$ cat config.mk
export PLATFORM = sky130hd
export DESIGN_NAME = two_button_gesture_decoder_core
export DESIGN_NICKNAME = d
export VERILOG_FILES = /design/src/sv/tbgd_pkg.sv /design/src/sv/two_button_gesture_decoder_core.sv /design/src/sv/tbgd_lane.sv /design/src/sv/tbgd_merge.sv
export SDC_FILE = /design/constraint.sdc
export NUM_CORES = 2
export LEC_CHECK = 0
export ABC_AREA = 1
export BUFFER_PORTS_ARGS = -buffer_cell sky130_fd_sc_hd__buf_2
export CAP_MARGIN = 20
export CORE_MARGIN = 2
export CORE_UTILIZATION = 28
export CTS_CLUSTER_DIAMETER = 50
export DETAILED_ROUTE_END_ITERATION = 10
export GPL_TIMING_DRIVEN = 0
export PLACE_DENSITY = 0.53
export RECOVER_POWER = 100
export SKIP_CTS_REPAIR_TIMING = 1
export SLEW_MARGIN = 15
export SYNTH_ARGS = -nofsm -noshare
export SYNTH_HDL_FRONTEND = slang
export SYNTH_SLANG_ARGS = --single-unit
$ cat constraint.sdc
create_clock -name clk -period 14.5 [get_ports clk]
set_input_delay 2.9 -clock clk [delete_from_list [all_inputs] [get_ports clk]]
set_output_delay 2.9 -clock clk [all_outputs]
set_load 0.01 [all_outputs]
$ cat src/sv/tbgd_pkg.sv
// ----------------------------------------------------------------------------
// tbgd_pkg
// Types and constants shared by the two-button gesture decoder.
// ----------------------------------------------------------------------------
package tbgd_pkg;

	localparam int TIME_W    = 32;
	localparam int CFG_W     = 16;
	localparam int DATA_W    = 32;
	localparam int ADDR_W    = 5;
	localparam int REG_IDX_W = 3;

	// Register indexes
	localparam logic [REG_IDX_W-1:0] REG_DEBOUNCE   = 3'd0;
	localparam logic [REG_IDX_W-1:0] REG_TAP_LIMIT  = 3'd1;
	localparam logic [REG_IDX_W-1:0] REG_HOLD_TIME  = 3'd2;
	localparam logic [REG_IDX_W-1:0] REG_REP_FIRST  = 3'd3;
	localparam logic [REG_IDX_W-1:0] REG_REP_PERIOD = 3'd4;
	localparam logic [REG_IDX_W-1:0] REG_DOUBLE_GAP = 3'd5;
	localparam logic [REG_IDX_W-1:0] REG_POWER_TIME = 3'd6;

	// Register reset values
	localparam logic [CFG_W-1:0] RST_DEBOUNCE   = 16'd25;
	localparam logic [CFG_W-1:0] RST_TAP_LIMIT  = 16'd600;
	localparam logic [CFG_W-1:0] RST_HOLD_TIME  = 16'd1000;
	localparam logic [CFG_W-1:0] RST_REP_FIRST  = 16'd400;
	localparam logic [CFG_W-1:0] RST_REP_PERIOD = 16'd180;
	localparam logic [CFG_W-1:0] RST_DOUBLE_GAP = 16'd400;
	localparam logic [CFG_W-1:0] RST_POWER_TIME = 16'd5000;

	typedef struct packed {
		logic [CFG_W-1:0] debounce_time;
		logic [CFG_W-1:0] tap_limit;
		logic [CFG_W-1:0] hold_time;
		logic [CFG_W-1:0] repeat_first_delay;
		logic [CFG_W-1:0] repeat_period;
		logic [CFG_W-1:0] double_gap;
		logic [CFG_W-1:0] power_time;
	} cfg_t;

	// What one button lane found for the current poll
	typedef struct packed {
		logic press;
		logic tap;
		logic dbl;
		logic hold;
		logic rep;
		logic power;
		logic down;
		logic act;
	} lane_ev_t;

	typedef struct packed {
		logic              any_down;
		logic              top_tap;
		logic              top_double;
		logic              top_hold;
		logic              top_repeat;
		logic              bottom_tap;
		logic              bottom_double;
		logic              bottom_hold;
		logic              bottom_repeat;
		logic              power_off;
		logic              any_held;
		logic [TIME_W-1:0] last_activity;
	} res_t;

endpackage

$ cat src/sv/two_button_gesture_decoder_core.sv
// ----------------------------------------------------------------------------
// two_button_gesture_decoder_core
// Debounce two buttons and report tap, double, hold, repeat and power-off.
// ----------------------------------------------------------------------------
// One poll (time stamp plus the raw levels of both buttons) is taken every
// clock cycle while in_ready is high; its result enters the output register
// or, on a stall, the skid stage. Each lane updates its whole state on each
// accepted poll. The skid stage lets a new poll be taken while a result
// still waits, so in_ready only drops after two results are stalled.
// The seven 16-bit registers sit on the APB port at byte addresses 0 to 24
// and must be written only while no poll is in flight.
module two_button_gesture_decoder_core (
	input  logic                          clk,
	input  logic                          arst_n,
	// poll input
	input  logic                          in_valid,
	output logic                          in_ready,
	input  logic [tbgd_pkg::TIME_W-1:0]   now_ms,
	input  logic                          top_pressed,
	input  logic                          bottom_pressed,
	// result output
	output logic                          out_valid,
	input  logic                          out_ready,
	output logic                          any_down,
	output logic                          top_tap,
	output logic                          top_double,
	output logic                          top_hold,
	output logic                          top_repeat,
	output logic                          bottom_tap,
	output logic                          bottom_double,
	output logic                          bottom_hold,
	output logic                          bottom_repeat,
	output logic                          power_off,
	output logic                          any_held,
	output logic [tbgd_pkg::TIME_W-1:0]   last_activity,
	// configuration
	input  logic                          psel,
	input  logic                          penable,
	input  logic                          pwrite,
	input  logic [tbgd_pkg::ADDR_W-1:0]   paddr,
	input  logic [tbgd_pkg::DATA_W-1:0]   pwdata,
	output logic [tbgd_pkg::DATA_W-1:0]   prdata,
	output logic                          pready
);

	tbgd_pkg::cfg_t     cfg_q;
	tbgd_pkg::lane_ev_t top_ev;
	tbgd_pkg::lane_ev_t bot_ev;
	tbgd_pkg::res_t     res;
	tbgd_pkg::res_t     out_q;
	tbgd_pkg::res_t     skid_q;
	logic               out_valid_q;
	logic               skid_valid_q;
	logic               in_xfer;
	logic               out_xfer;
	logic               wr_en;
	logic [tbgd_pkg::REG_IDX_W-1:0] reg_idx;
	logic [tbgd_pkg::CFG_W-1:0]     rd_val;

	assign pready   = 1'b1;
	assign reg_idx  = paddr[tbgd_pkg::ADDR_W-1:2];
	assign wr_en    = psel && penable && pwrite;
	assign in_ready = !skid_valid_q;
	assign in_xfer  = in_valid && in_ready;
	assign out_xfer = out_valid_q && out_ready;

	// Write the configuration registers
	always_ff @(posedge clk or negedge arst_n) begin
		if (!arst_n) begin
			cfg_q.debounce_time      <= tbgd_pkg::RST_DEBOUNCE;
			cfg_q.tap_limit          <= tbgd_pkg::RST_TAP_LIMIT;
			cfg_q.hold_time          <= tbgd_pkg::RST_HOLD_TIME;
			cfg_q.repeat_first_delay <= tbgd_pkg::RST_REP_FIRST;
			cfg_q.repeat_period      <= tbgd_pkg::RST_REP_PERIOD;
			cfg_q.double_gap         <= tbgd_pkg::RST_DOUBLE_GAP;
			cfg_q.power_time         <= tbgd_pkg::RST_POWER_TIME;
		end else if (wr_en) begin
			case (reg_idx)
				tbgd_pkg::REG_DEBOUNCE: begin
					cfg_q.debounce_time <= pwdata[tbgd_pkg::CFG_W-1:0];
				end
				tbgd_pkg::REG_TAP_LIMIT: begin
					cfg_q.tap_limit <= pwdata[tbgd_pkg::CFG_W-1:0];
				end
				tbgd_pkg::REG_HOLD_TIME: begin
					cfg_q.hold_time <= pwdata[tbgd_pkg::CFG_W-1:0];
				end
				tbgd_pkg::REG_REP_FIRST: begin
					cfg_q.repeat_first_delay <= pwdata[tbgd_pkg::CFG_W-1:0];
				end
				tbgd_pkg::REG_REP_PERIOD: begin
					cfg_q.repeat_period <= pwdata[tbgd_pkg::CFG_W-1:0];
				end
				tbgd_pkg::REG_DOUBLE_GAP: begin
					cfg_q.double_gap <= pwdata[tbgd_pkg::CFG_W-1:0];
				end
				tbgd_pkg::REG_POWER_TIME: begin
					cfg_q.power_time <= pwdata[tbgd_pkg::CFG_W-1:0];
				end
				default: begin
				end
			endcase
		end
	end

	// Read back the addressed register
	always_comb begin
		case (reg_idx)
			tbgd_pkg::REG_DEBOUNCE:   rd_val = cfg_q.debounce_time;
			tbgd_pkg::REG_TAP_LIMIT:  rd_val = cfg_q.tap_limit;
			tbgd_pkg::REG_HOLD_TIME:  rd_val = cfg_q.hold_time;
			tbgd_pkg::REG_REP_FIRST:  rd_val = cfg_q.repeat_first_delay;
			tbgd_pkg::REG_REP_PERIOD: rd_val = cfg_q.repeat_period;
			tbgd_pkg::REG_DOUBLE_GAP: rd_val = cfg_q.double_gap;
			tbgd_pkg::REG_POWER_TIME: rd_val = cfg_q.power_time;
			default:                  rd_val = '0;
		endcase
		prdata = tbgd_pkg::DATA_W'(rd_val);
	end

	// Top lane first, bottom lane with power-off check
	tbgd_lane u_top_lane (
		.clk      (clk),
		.arst_n   (arst_n),
		.upd      (in_xfer),
		.now      (now_ms),
		.raw      (top_pressed),
		.power_en (1'b0),
		.cfg      (cfg_q),
		.ev       (top_ev)
	);

	tbgd_lane u_bot_lane (
		.clk      (clk),
		.arst_n   (arst_n),
		.upd      (in_xfer),
		.now      (now_ms),
		.raw      (bottom_pressed),
		.power_en (1'b1),
		.cfg      (cfg_q),
		.ev       (bot_ev)
	);

	tbgd_merge u_merge (
		.clk    (clk),
		.arst_n (arst_n),
		.upd    (in_xfer),
		.now    (now_ms),
		.top_ev (top_ev),
		.bot_ev (bot_ev),
		.res    (res)
	);

	// Output register with skid stage
	always_ff @(posedge clk or negedge arst_n) begin
		if (!arst_n) begin
			out_valid_q  <= 1'b0;
			skid_valid_q <= 1'b0;
		end else if (skid_valid_q) begin
			if (out_xfer) begin
				skid_valid_q <= 1'b0;
			end
		end else if (in_xfer) begin
			if (!out_valid_q || out_xfer) begin
				out_valid_q <= 1'b1;
			end else begin
				skid_valid_q <= 1'b1;
			end
		end else if (out_xfer) begin
			out_valid_q <= 1'b0;
		end
	end

	always_ff @(posedge clk) begin
		if (skid_valid_q) begin
			if (out_xfer) begin
				out_q <= skid_q;
			end
		end else if (in_xfer) begin
			if (!out_valid_q || out_xfer) begin
				out_q <= res;
			end else begin
				skid_q <= res;
			end
		end
	end

	assign out_valid     = out_valid_q;
	assign any_down      = out_q.any_down;
	assign top_tap       = out_q.top_tap;
	assign top_double    = out_q.top_double;
	assign top_hold      = out_q.top_hold;
	assign top_repeat    = out_q.top_repeat;
	assign bottom_tap    = out_q.bottom_tap;
	assign bottom_double = out_q.bottom_double;
	assign bottom_hold   = out_q.bottom_hold;
	assign bottom_repeat = out_q.bottom_repeat;
	assign power_off     = out_q.power_off;
	assign any_held      = out_q.any_held;
	assign last_activity = out_q.last_activity;

endmodule

$ cat src/sv/tbgd_lane.sv
// ----------------------------------------------------------------------------
// tbgd_lane
// Per-button debounce, tap, double, hold, repeat and power-off decoding.
// ----------------------------------------------------------------------------
module tbgd_lane (
	input  logic                        clk,
	input  logic                        arst_n,
	input  logic                        upd,
	input  logic [tbgd_pkg::TIME_W-1:0] now,
	input  logic                        raw,
	input  logic                        power_en,
	input  tbgd_pkg::cfg_t              cfg,
	output tbgd_pkg::lane_ev_t          ev
);

	localparam int TW = tbgd_pkg::TIME_W;

	logic          down_q;
	logic [TW-1:0] press_start_q;
	logic [TW-1:0] last_edge_q;
	logic          hold_fired_q;
	logic [TW-1:0] next_rep_q;
	logic          consumed_q;
	logic [TW-1:0] last_tap_q;
	logic          tap_waiting_q;

	logic [TW-1:0] since_edge;
	logic [TW-1:0] held_old;
	logic [TW-1:0] gap_old;
	logic [TW-1:0] held_now;
	logic [TW-1:0] first_ext;
	logic          edge_ok;
	logic          press;
	logic          release_e;
	logic          rel_tap;
	logic          dbl;
	logic          down_now;
	logic          power;
	logic          hold;
	logic          rep_due;
	logic          rep;
	logic          tap;

	// Decode edges and events from the state before this poll
	always_comb begin
		since_edge = now - last_edge_q;
		held_old   = now - press_start_q;
		gap_old    = now - last_tap_q;
		first_ext  = TW'(cfg.repeat_first_delay);
		edge_ok    = (raw != down_q) && (since_edge > TW'(cfg.debounce_time));
		press      = edge_ok && raw;
		release_e  = edge_ok && !raw;
		rel_tap    = release_e && !consumed_q && (held_old <= TW'(cfg.tap_limit));
		dbl        = rel_tap && tap_waiting_q && (gap_old <= TW'(cfg.double_gap));
		down_now   = edge_ok ? raw : down_q;
		held_now   = press ? '0 : held_old;
		power      = power_en && down_now && (held_now >= TW'(cfg.power_time));
		hold       = down_now && !power && (press || !hold_fired_q) &&
		             (held_now >= TW'(cfg.hold_time));
		// on a fresh press the deadline is now + first delay
		rep_due    = press ? (cfg.repeat_first_delay == '0) : (now >= next_rep_q);
		rep        = down_now && !power && (held_now >= first_ext) && rep_due;
		tap        = tap_waiting_q && !down_now && !rel_tap &&
		             (gap_old > TW'(cfg.double_gap));
	end

	always_comb begin
		ev.press = press;
		ev.tap   = tap;
		ev.dbl   = dbl;
		ev.hold  = hold;
		ev.rep   = rep;
		ev.power = power;
		ev.down  = down_now;
		ev.act   = edge_ok || down_now;
	end

	// Advance the button state on each accepted poll
	always_ff @(posedge clk or negedge arst_n) begin
		if (!arst_n) begin
			down_q        <= 1'b0;
			press_start_q <= '0;
			last_edge_q   <= '0;
			hold_fired_q  <= 1'b0;
			next_rep_q    <= '0;
			consumed_q    <= 1'b0;
			last_tap_q    <= '0;
			tap_waiting_q <= 1'b0;
		end else if (upd) begin
			if (edge_ok) begin
				last_edge_q <= now;
				down_q      <= raw;
			end
			if (press) begin
				press_start_q <= now;
			end
			if (hold) begin
				hold_fired_q <= 1'b1;
			end else if (press) begin
				hold_fired_q <= 1'b0;
			end
			if (rep) begin
				next_rep_q <= now + TW'(cfg.repeat_period);
			end else if (press) begin
				next_rep_q <= now + first_ext;
			end
			if (power || hold || rep) begin
				consumed_q <= 1'b1;
			end else if (press) begin
				consumed_q <= 1'b0;
			end
			if (dbl) begin
				tap_waiting_q <= 1'b0;
			end else if (rel_tap) begin
				tap_waiting_q <= 1'b1;
			end else if (tap) begin
				tap_waiting_q <= 1'b0;
			end
			if (rel_tap && !dbl) begin
				last_tap_q <= now;
			end
		end
	end

endmodule

$ cat src/sv/tbgd_merge.sv
// ----------------------------------------------------------------------------
// tbgd_merge
// Combine both lanes into one result and keep the last-activity time.
// ----------------------------------------------------------------------------
module tbgd_merge (
	input  logic                        clk,
	input  logic                        arst_n,
	input  logic                        upd,
	input  logic [tbgd_pkg::TIME_W-1:0] now,
	input  tbgd_pkg::lane_ev_t          top_ev,
	input  tbgd_pkg::lane_ev_t          bot_ev,
	output tbgd_pkg::res_t              res
);

	logic [tbgd_pkg::TIME_W-1:0] activity_q;
	logic                        act_hit;

	assign act_hit = top_ev.act || bot_ev.act;

	// Gather the flags of both buttons
	always_comb begin
		res.any_down      = top_ev.press || bot_ev.press;
		res.top_tap       = top_ev.tap;
		res.top_double    = top_ev.dbl;
		res.top_hold      = top_ev.hold;
		res.top_repeat    = top_ev.rep;
		res.bottom_tap    = bot_ev.tap;
		res.bottom_double = bot_ev.dbl;
		res.bottom_hold   = bot_ev.hold;
		res.bottom_repeat = bot_ev.rep;
		res.power_off     = bot_ev.power;
		res.any_held      = top_ev.down || bot_ev.down;
		res.last_activity = act_hit ? now : activity_q;
	end

	// Hold the time of the last edge or held poll
	always_ff @(posedge clk or negedge arst_n) begin
		if (!arst_n) begin
			activity_q <= '0;
		end else if (upd && act_hit) begin
			activity_q <= now;
		end
	end

endmodule

==> flow_metrics.env <==
export IMPL_viasPerCell=5.00
export IMPL_reg2reg_depth=33
export IMPL_finalCritPeriodShare_pct=84.4
export IMPL_p_sw_mw=4.48
export IMPL_clock_power_share_pct=22.8
export IMPL_min_period_ns=12.24
export IMPL_grt_ovfl_total=0
export IMPL_vdd_drop_max_mv=0.0967
export IMPL_failed_checks="capacitance limit, slew limit"
export IMPL_rsz0062_at_grt="no"
export IMPL_synthesis_area_mm2=0.0407
export IMPL_coreArea_mm2=0.144
export IMPL_worst_setup_path_type="in2reg"
export IMPL_syn_inst=5663
export IMPL_slew_headroom_pct=-258
export IMPL_fmax_mhz=81.7
export IMPL_clk_pin_slew_ns=0.05
export IMPL_p_int_mw=5.02
export IMPL_root_buffer="clkbuf_16"
export IMPL_grt_pass1_vias=38400
export IMPL_power_frac_comb_pct=54.8
export IMPL_start_util_pct=28.3
export IMPL_yosysSeqAreaShare_pct=31.7
export IMPL_final_nets=6434
export IMPL_crit_path_start_kind="primary input"
export IMPL_syn_area_per_cell_um2=7.18
export IMPL_finalSetupViolations=0
export IMPL_num_rows=139
export IMPL_numCtsBuffers=86
export IMPL_yosys_warnings=0
export IMPL_tns_ns=0
export IMPL_cp_max_fo=20
export IMPL_yosys_top_cells_area="dfrtp_1 24%, nand2_1 15%, ha_1 14%"
export IMPL_status="complete, but fails checks"
export IMPL_cap_viol_max_count=8
export IMPL_drive_above_1_share_pct=5.77
export IMPL_synthArstFlopShare_pct=82.7
export IMPL_grt_total_usage_pct=21.5
export IMPL_finish_utilization_pct=32.4
export IMPL_powerDensity_mw_per_mm2=204
export IMPL_min_path_type="reg2reg"
export IMPL_arrival_ns=12.72
export IMPL_antenna_found_initial=6
export IMPL_cp_required_ns=14.98
export IMPL_port_buffers=120
export IMPL_gp_congestion=0.947
export IMPL_whs_endpoint="u_bot_lane.next_rep_q[15]"
export IMPL_die_y_um=385
export IMPL_dieArea_mm2=0.148
export IMPL_io_pins=156
export IMPL_drtAntennaViolNets=0
export IMPL_fill_cells=15500
export IMPL_vias=39300
export IMPL_mostFrequentLayoutCell="nand2_1"
export IMPL_hold_depth=2
export IMPL_rr_endpoint="top_repeat"
export IMPL_cp_common_cell="nand2_1"
export IMPL_wl_um=161000
export IMPL_drc_errors=0
export IMPL_synth_top_area_share_pct=23.5
export IMPL_crit_path_end_kind="flop"
export IMPL_p_leak_nw=22.7
export IMPL_layout_common_cells="1619 x nand2_1, 788 x inv_1, 455 x ha_1, 436 x o21ai_0, 382 x dfrtp_1"
export IMPL_first_iter_violations=3427
export IMPL_clock_skew_final_ns=0.0440
export IMPL_ys_flop_type="dfrtp_1"
export IMPL_cts_tree="built"
export IMPL_chipWidth_um=385
export IMPL_grt_max_degree=101
export IMPL_power_mw=9.50
export IMPL_synthToLayoutAreaGrowth_pct=14.6
export IMPL_switching_share_pct=47.2
export IMPL_clk_latency_ns=0.71
export IMPL_ys_ff_latch=496
export IMPL_slowest_stage="clkbuf_1"
export IMPL_r2r_start="u_top_lane.last_edge_q[0]"
export IMPL_hp_start="u_bot_lane.next_rep_q[15]"
export IMPL_cpPeakStageDelay_ns=1.70
export IMPL_synth_distinct_cells=68
export IMPL_worst_pin_slew_ns=5.37
export IMPL_maxSlewViolCount=415
export IMPL_wl_per_cell_um=20.5
export IMPL_dp_hpwl_um=127000
export IMPL_grt_pass1_wl_um=239000
export IMPL_hold_viol=0
export IMPL_rrSetupSlack_ns=6.25
export IMPL_power_frac_seq_pct=22.4
export IMPL_clock_sinks=496
export IMPL_yosysTopAreaCell="dfrtp_1"
export IMPL_clockBufferDepth=3
export IMPL_synth_edf_count=86
export IMPL_htreeDepth=3
export IMPL_firstDrtPassIters=6
cell families (layout without fill, tap and decap cells):
kind of cell	Yosys count	count (layout)	synth area share [%]
and+or+nand+nor	2503	2503	25.9
AOI/OAI and AO/OA	1035	1035	14.4
buffers and inverters	970	1258	9.50
DFF	496	496	31.7
adders and majority gates	463	463	14.4
xor gates and xnor gates	194	194	4.18
other	2	18	0.0185
metal layers:
| layer | vias up | GRT usage [%] | wire (µm) |
|---|---|---|---|
| li1 | 19100 | - | - |
| met1 | 18700 | 27.5 | 70100 |
| met2 | 1171 | 36.4 | 75900 |
| met3 | 280 | 3.07 | 8640 |
| met4 | 0 | 8.46 | 6910 |
| met5 | - | 0 | 0 |
power groups by stage:
stage	sequential, mW	clock, mW	combinational (mW)
finish	2.13	2.16	5.20
detailed placement	2.14	0	5.20
global placement	2.15	0	5.10
global route	2.17	2.25	5.89
floorplan	2.10	0	3.63
CTS	2.12	2.20	5.23
cell usage after synthesis (13+ instances only):
cell and number:
nand2_1 1612, inv_1 787, ha_1 455, o21ai_0 424, dfrtp_1 382, a21oi_1 364, nor2_1 337, nand3_1 254
xor2_1 141, edfxtp_1 86, clkbuf_1 82, nand4_1 77, nor3_1 68, xnor2_1 53, nand3b_1 45, buf_2 37
and2_1 36, o2111ai_1 36, buf_4 32, dfstp_2 28, a21o_1 27, o22ai_1 26, o221ai_1 23, a211oi_1 19
o211ai_1 18, o21ai_1 18, nor4_1 17, inv_2 16, o21bai_1 13
through the flow:
step / std cells / cell area [µm²] / hold slack (ns) / worst slack (ns)
2_1_floorplan: 5678 / 40700 / 0.442 / 6.32
4_1_cts: 7869 / 46900 / 0.471 / 4.14
5_1_grt: 7869 / 46600 / 0.484 / 1.87
3_5_place_dp: 7708 / 43900 / 0.458 / 3.41
3_3_place_gp: 7701 / 43700 / 0.457 / 1.50
6_report: 7870 / 46600 / 0.471 / 2.26
how the worst max path moves through the flow:
stage / cells past startpoint / slack (ns) / to / start
global placement: 1 / 1.50 / cfg_q[29] / arst_n
detailed placement: 36 / 3.41 / top_repeat / now_ms[0]
CTS: 36 / 4.14 / top_repeat / now_ms[0]
floorplan: 34 / 6.32 / top_repeat / now_ms[0]
global route: 34 / 1.87 / bottom_hold / now_ms[1]
finish: 34 / 2.26 / bottom_hold / now_ms[1]
area by class of cell:
type	count	area, µm²	area share (%)
multi-input cells	4212	23900	51.3
flip-flops and latches	496	12900	27.6
inverters	807	3030	6.50
well taps	1903	2380	5.11
clock buffers	99	2260	4.85
plain buffers	163	800	1.72
clock inverters	62	753	1.62
repair buffers	127	579	1.24
diodes	1	2.50	0.00537
worst max-delay path: cells and delay by family:
| kind | cells | cell delay [ns] |
|---|---|---|
| buffers and inverters | 5 | 3.50 |
| adders and majority gates | 3 | 1.35 |
| and+or+nand+nor | 21 | 3.67 |
| xor gates and xnor gates | 1 | 0.10 |
| AOI/OAI and AO/OA | 4 | 1.09 |
sequential cells by signal, indices dropped and copies added (netlist names), 32 cells and up:
| signal | cells |
|---|---|
| u_top_lane.last_tap_q | 32 |
| u_bot_lane.next_rep_q | 32 |
| u_bot_lane.last_edge_q | 32 |
| u_top_lane.last_edge_q | 32 |
| u_bot_lane.last_tap_q | 32 |
| u_bot_lane.press_start_q | 32 |
| cfg_q | 112 |
| u_top_lane.next_rep_q | 32 |
| u_top_lane.press_start_q | 32 |
| skid_q | 43 |
| last_activity | 32 |
| u_merge.activity_q | 32 |
Note: power is estimated with default switching activity, not from simulation.
